**src/mtb_pkg.sv**
```systemverilog
// Shared types, codes and Q4.12 arithmetic helpers for the MLP trainer.
// Holds the tanh table built at elaboration; no dependencies.
`default_nettype none
package mtb_pkg;

  localparam int CFG_AW = 3;
  localparam int CFG_DW = 32;
  localparam int REG_W  = 13;

  localparam logic [2:0] KIND_LOAD_W = 3'd0;
  localparam logic [2:0] KIND_LOAD_X = 3'd1;
  localparam logic [2:0] KIND_LOAD_T = 3'd2;
  localparam logic [2:0] KIND_FWD    = 3'd3;
  localparam logic [2:0] KIND_TRAIN  = 3'd4;

  localparam logic REG_LR = 1'b0;
  localparam logic REG_MO = 1'b1;

  localparam logic [REG_W-1:0] LR_RESET = 13'd614;
  localparam logic [REG_W-1:0] MO_RESET = 13'd2048;

  localparam logic signed [15:0] ONE_Q = 16'sd4096;
  localparam logic [63:0] TANH_STEP_Q30 = 64'd16775851;

  typedef struct packed {
    logic [2:0]         kind;
    logic [9:0]         index;
    logic signed [15:0] value;
  } in_item_t;

  typedef struct packed {
    logic [3:0]         out_index;
    logic signed [15:0] out_value;
    logic               last;
  } out_item_t;

  typedef struct packed {
    logic [REG_W-1:0] learning_rate;
    logic [REG_W-1:0] momentum;
  } cfg_regs_t;

  // restoring long division, used only while building the table
  function automatic logic [63:0] udiv64(input logic [63:0] num, input logic [63:0] den);
    logic [64:0] rem;
    logic [63:0] quo;
    rem = '0;
    quo = '0;
    for (int i = 63; i >= 0; i--) begin
      rem = {rem[63:0], num[i]};
      if (rem >= {1'b0, den}) begin
        rem = rem - {1'b0, den};
        quo[i] = 1'b1;
      end
    end
    return quo;
  endfunction

  // tanh(k/64) in Q4.12 for k = 0..256 by an integer recurrence
  function automatic logic [257*16-1:0] build_tanh();
    logic [257*16-1:0] res;
    logic [63:0] t;
    logic [63:0] num;
    logic [63:0] den;
    res = '0;
    t = 64'd0;
    for (int k = 0; k <= 256; k++) begin
      res[k*16 +: 16] = 16'((t + 64'd131072) >> 18);
      num = (t + TANH_STEP_Q30) << 30;
      den = (64'd1 << 30) + ((t * TANH_STEP_Q30) >> 30);
      t = udiv64(num, den);
    end
    return res;
  endfunction

  localparam logic [257*16-1:0] TANH_TAB = build_tanh();

  function automatic logic signed [15:0] sat16(input logic signed [20:0] v);
    if (v > 21'sd32767) return 16'sd32767;
    if (v < -21'sd32768) return -16'sd32768;
    return 16'(v);
  endfunction

  function automatic logic signed [15:0] addq(input logic signed [15:0] a,
                                               input logic signed [15:0] b);
    return sat16(21'(a) + 21'(b));
  endfunction

  function automatic logic signed [15:0] subq(input logic signed [15:0] a,
                                               input logic signed [15:0] b);
    return sat16(21'(a) - 21'(b));
  endfunction

  // full product, floor shift by 12, saturate
  function automatic logic signed [15:0] mulq(input logic signed [16:0] a,
                                               input logic signed [15:0] b);
    logic signed [32:0] p;
    p = 33'(a) * 33'(b);
    return sat16(p[32:12]);
  endfunction

  function automatic logic signed [15:0] tanhq(input logic signed [15:0] x);
    logic signed [9:0] k;
    logic [8:0] m;
    logic signed [15:0] v;
    k = 10'(x >>> 6);
    m = k[9] ? 9'(-k) : 9'(k);
    v = TANH_TAB[m*16 +: 16];
    if (x >= 16'sd16384) return TANH_TAB[256*16 +: 16];
    if (x < -16'sd16384) return -$signed(TANH_TAB[256*16 +: 16]);
    return k[9] ? -v : v;
  endfunction

endpackage
`default_nettype wire

```
**src/mtb_cfg.sv**
```systemverilog
// APB register file for learning rate and momentum.
// Depends on mtb_pkg for register types and reset values.
`default_nettype none
module mtb_cfg (
  input  wire logic                       clk,
  input  wire logic                       rst_n,
  input  wire logic                       psel,
  input  wire logic                       penable,
  input  wire logic                       pwrite,
  input  wire logic [mtb_pkg::CFG_AW-1:0] paddr,
  input  wire logic [mtb_pkg::CFG_DW-1:0] pwdata,
  output logic      [mtb_pkg::CFG_DW-1:0] prdata,
  output logic                            pready,
  output mtb_pkg::cfg_regs_t              regs
);

  mtb_pkg::cfg_regs_t regs_r, regs_nxt;

  always_comb begin
    regs_nxt = regs_r;
    if (psel && penable && pwrite) begin
      unique case (paddr[2])
        mtb_pkg::REG_LR: regs_nxt.learning_rate = pwdata[mtb_pkg::REG_W-1:0];
        mtb_pkg::REG_MO: regs_nxt.momentum = pwdata[mtb_pkg::REG_W-1:0];
        default: ;
      endcase
    end
  end

  always_ff @(posedge clk) begin
    if (!rst_n) begin
      regs_r.learning_rate <= mtb_pkg::LR_RESET;
      regs_r.momentum <= mtb_pkg::MO_RESET;
    end else begin
      regs_r <= regs_nxt;
    end
  end

  always_comb begin
    prdata = '0;
    if (paddr[2] == mtb_pkg::REG_MO) begin
      prdata = {{(mtb_pkg::CFG_DW-mtb_pkg::REG_W){1'b0}}, regs_r.momentum};
    end else begin
      prdata = {{(mtb_pkg::CFG_DW-mtb_pkg::REG_W){1'b0}}, regs_r.learning_rate};
    end
  end

  assign pready = 1'b1;
  assign regs = regs_r;

endmodule
`default_nettype wire

```
**config.mk**
```make
export PLATFORM = sky130hd
export DESIGN_NAME = mtb_cfg
export DESIGN_NICKNAME = d
export VERILOG_FILES = /design/src/mtb_pkg.sv /design/src/mtb_cfg.sv
export SDC_FILE = /design/constraint.sdc
export NUM_CORES = 1
export LEC_CHECK = 0
export ABC_AREA = 1
export BUFFER_PORTS_ARGS = -buffer_cell sky130_fd_sc_hd__buf_2
export CORE_MARGIN = 2
export CORE_UTILIZATION = 37
export CTS_CLUSTER_DIAMETER = 120
export DETAILED_ROUTE_END_ITERATION = 10
export GPL_TIMING_DRIVEN = 0
export HOLD_SLACK_MARGIN = 0.06
export PLACE_DENSITY = 0.76
export SETUP_SLACK_MARGIN = 0.3
export SYNTH_ARGS = -nofsm -noshare
export SYNTH_HDL_FRONTEND = slang
export SYNTH_SLANG_ARGS = --single-unit
```
**constraint.sdc**
```tcl
create_clock -name clk -period 0.8 [get_ports clk]
set_input_delay 0.08 -clock clk [delete_from_list [all_inputs] [get_ports clk]]
set_output_delay 0.08 -clock clk [all_outputs]
set_load 0.02 [all_outputs]
```
* Word-level counts from Yosys, hierarchy flattened *
Cells that the tools add are included.
Widths: inputs -> output; s select.

word-level totals
  flip-flop bits (word level) = 26
  latch bits = 0
  memory bits (writable) = 0
  memory bits (read-only) = 0
  input bits = 40
  output and inout port bits = 59
  word-level logic and storage cells = 8
  memories = 0

cells by class
  add/sub/neg operators = 0
  multiply operators = 0
  divide/modulo/power cells = 0
  order comparisons = 0
  equal/unequal tests = 0
  shift-type cells = 0
  muxes and demuxes = 1
  bitwise gates (word level) = 1
  reductions and logical operators = 4

operator list
  operator           number
  $mux 13            1
  $reduce_and 2->1   2
  $logic_and 1x1->1  2
  $not 1->1          1

* Longest topological paths before layout *
  depth after elaboration = 3
  mapped depth = 6
  gate-level depth less buffers = 5

* Least setup slack after synthesis *
OpenSTA, ideal clock, no wires.

  kind = in2out
  start = input port paddr[2] (netlist bit)
  end = output port prdata[11] (netlist bit)
  arrival time = 693 ps
  required time = 720 ps
  slack = 27 ps
  stages on the path = 5
  buffers on the path = 2
  cells stage by stage = buf_6 > inv_4 > buf_2 > nand2_1 > nand2_1

on the way
  longest elaborated chain between the ends = 1

ends and longest elaborated chain
  what             line           source
  start, declared  mtb_cfg.sv:10  input wire logic [mtb_pkg::CFG_AW-1:0] paddr,
  $mux 13          mtb_cfg.sv:41  if (paddr[2] == mtb_pkg::REG_MO) begin
  end, declared    mtb_cfg.sv:12  output logic [mtb_pkg::CFG_DW-1:0] prdata,

Every way passes these cells.

* Worst setup path after layout *
  start = register regs_r (netlist bit regs[11])
  end = output port prdata[11] (netlist bit)

on the way
  longest elaborated chain between the ends = 1

ends and longest elaborated chain
  what                    line           source
  start, declared         mtb_cfg.sv:17  mtb_pkg::cfg_regs_t regs_r, regs_nxt;
  start signal, assigned  mtb_cfg.sv:35  regs_r <= regs_nxt;
  $mux 13                 mtb_cfg.sv:41

Every way passes these cells.

==> run summary <==
Gr usage total: 20.3%
Die area: 0.00440 mm2
Share of layout cells above drive strength 1: 67.0%
CTS tree: built
CP cell instances: nand2_1 -> nand2_2 -> buf_6
Setup CP Type: reg -> out
Count of final max-slew check failures: 0
Num rows: 22
First-pass GRT wire length: 6.81 mm
Non-filler cells, final: 354
Reg2reg path depth: 3
GPL Wtd Cong: 0.780
Worst slack, placed: -110 ps
F_max: 1.01 GHz
Vias: 1629
GR Overflow Total: 0
Crit Reg-Reg Endpoint: regs[19]$_SDFFE_PN1P_
Inserted Diodes: 0
Wire per inst: 13.2 um
Cts bufs inserted: 3
Htree depth: 1
Drt total wl: 4.68 mm
Max reg flops: 26
Final #Nets: 347
Final Hold Fails: 0
Top fanout value on the critical path: 3
Setup_tns: -3540 ps
Core Region: 0.00369 mm2
Final Setup Violations: 39
Slack of the critical path: -185 ps
Gate Count Post-Synth: 218
Clock latency on the worst-skew pair: 270 ps
CP max-delay cell: dfxtp_2
Max Cap Viol: 0
Worst path required time: 720 ps
Hpwl dp: 2.74 mm
Detail Route Antenna Nets: 0
Synth Register Bits: 26
Crit Reg-Reg Startpoint: regs[19]$_SDFFE_PN1P_
Worst Path Arrival: 910 ps
Port bufs: 55
Synthesized area per cell: 6.59 um2
Fin crit share: 123%
Largest delay share family, worst path: flip-flops
Clock buffer depth: 2
Die width: 66.3 um
DRC: 0
CP Launch Type: register
Area of the multi-input gates: 935 um2
CTS sink count: 26
Sequential Area: 613 um2
Leak: 1.31 nW
Status: complete, but fails checks
Post-Place Cells: 339
First-pass DRT Iterations: 4
Hold WC Path Type: in -> reg
Largest net degree at the start of global routing: 16
P per Cell Area: 1280 mW/mm2
Setup Skew: 0 ps
Critical Path End: prdata[11]
I/O pins: 99
Clk slew on worst S/H paths: 100 ps
Die H: 66.3 um
Root Driver: clkbuf_8
Fillers: 301
Crit end category: primary output
Peak supply drop: 689 uV
Slowest stage delay, CP: 360 ps
P&R area growth vs syn: 84.9%
Via density: 4.60
RSZ-0062 raised after global routing: true
Stages on the worst setup path: 3
Mapped cell area: 0.00144 mm2
Initial DRC count: 46
Initial antenna violation count: 0
Final core utilization: 72.0%
Power, Total: 3.40 mW
CP Buf/Inv Count: 1
CP startpoint: regs[11]$_SDFFE_PN1P_
Seq/Total Area, Yosys: 36.2%
Tmin final: 985 ps
Number of global-route vias before repair: 1434
Distinct cells, synth: 16
Failing checks: negative setup slack
Starting density of the core: 38.9%
Yosys warns: 0
Reg2reg setup slack: 80 ps
==> layout make-up <==
class | count | area share [%]
multi-input cells | 163 | 35.2
repair buffers | 66 | 24.4
flip-flops and latches | 26 | 23.1
plain buffers | 32 | 10.0
inverters | 15 | 2.40
well taps | 48 | 2.26
clock buffers | 3 | 1.55
clock inverters | 1 | 1.13
==> worst reg2reg max path, cell delays in order (launching register included) <==
cell	delay [ps]
dfxtp_4	370
buf_4	130
nand2_2	60
nand3_2	60
==> where the power goes <==
part / internal [mW] / switching (mW)
Combinational: 0.429 / 0.523
Sequential: 1.29 / 0.0569
Clock: 0.670 / 0.434
==> cells in the mapped netlist <==
cell	instances	share of area (%)
nand2_1	72	19
nor2_1	40	10
dfxtp_1	26	36
nand3_1	26	9.1
buf_4	22	11
inv_1	14	3.7
buf_2	5	1.7
buf_6	4	3.1
conb_1	2	0.52
clkbuf_1	1	0.26
inv_4	1	0.44
nand3_4	1	1.2
nor2_2	1	0.44
nor2_4	1	0.78
nor2_8	1	1.4
o21ai_0	1	0.35
==> repair_timing <==
action / in CTS / in global routing
cloned: 2 / 0
endpoints found under the setup margin: 65 / 65
endpoints found under the hold margin: 6 / 6
buffers inserted: 3 / 6
pin swaps: 48 / 15
gates resized for setup: 101 / 53
==> logic make-up after synthesis <==
logic type | after synthesis | synth area share (%)
AOI/OAI and AO/OA | 1 | 0.348
other | 2 | 0.523
buffers and inverters | 47 | 20.7
DFF | 26 | 36.2
and+or+nand+nor | 142 | 42.2
==> through the flow <==
stage	instance area [um2]	hold WS, ps
after floorplan	1690	188
after global placement	2020	288
after detailed placement	2020	294
after CTS	2420	14.8
after global routing	2660	6.72
final	2660	13.4
==> routing by layer <==
metal / vias to the layer above / share of wire [%] / GRT usage [%]
met1: 760 / 38 / 25.2
met4: 0 / 0.58 / 4.59
met2: 68 / 54 / 36.8
met5: - / 0 / 0
met3: 4 / 6.6 / 2.90
li1: 797 / - / -
==> placed cells by master (no fill, tap or decap) <==
master and count:
buf_6 50, nand2_2 40, nand2_1 31, buf_4 26, nor2_1 25, dfxtp_4 24
conb_1 20, buf_2 17, nand3_2 14, inv_1 13, nand3_1 12, nor2_2 10
nor2_4 7, buf_8 3, clkbuf_8 3, dfxtp_2 2, buf_12 1, inv_8 1
inv_2 1, nand2_4 1, nand3_4 1, clkbuf_2 1, o21ai_2 1, nor2_8 1
bufinv_16 1
==> worst min-delay path by stage <==
stage / from / to / slack, ps / depth (start not counted)
CTS: pwdata[6] / regs[19]$_SDFFE_PN1P_ / 10 / 3
detailed placement: pwdata[6] / regs[19]$_SDFFE_PN1P_ / 290 / 3
floorplan: pwdata[1] / regs[14]$_SDFFE_PN1P_ / 190 / 2
global route: pwdata[6] / regs[19]$_SDFFE_PN1P_ / 7 / 3
finish: pwdata[6] / regs[19]$_SDFFE_PN1P_ / 10 / 3
global placement: pwdata[6] / regs[19]$_SDFFE_PN1P_ / 290 / 3
Power figures use the tool's default switching activity.
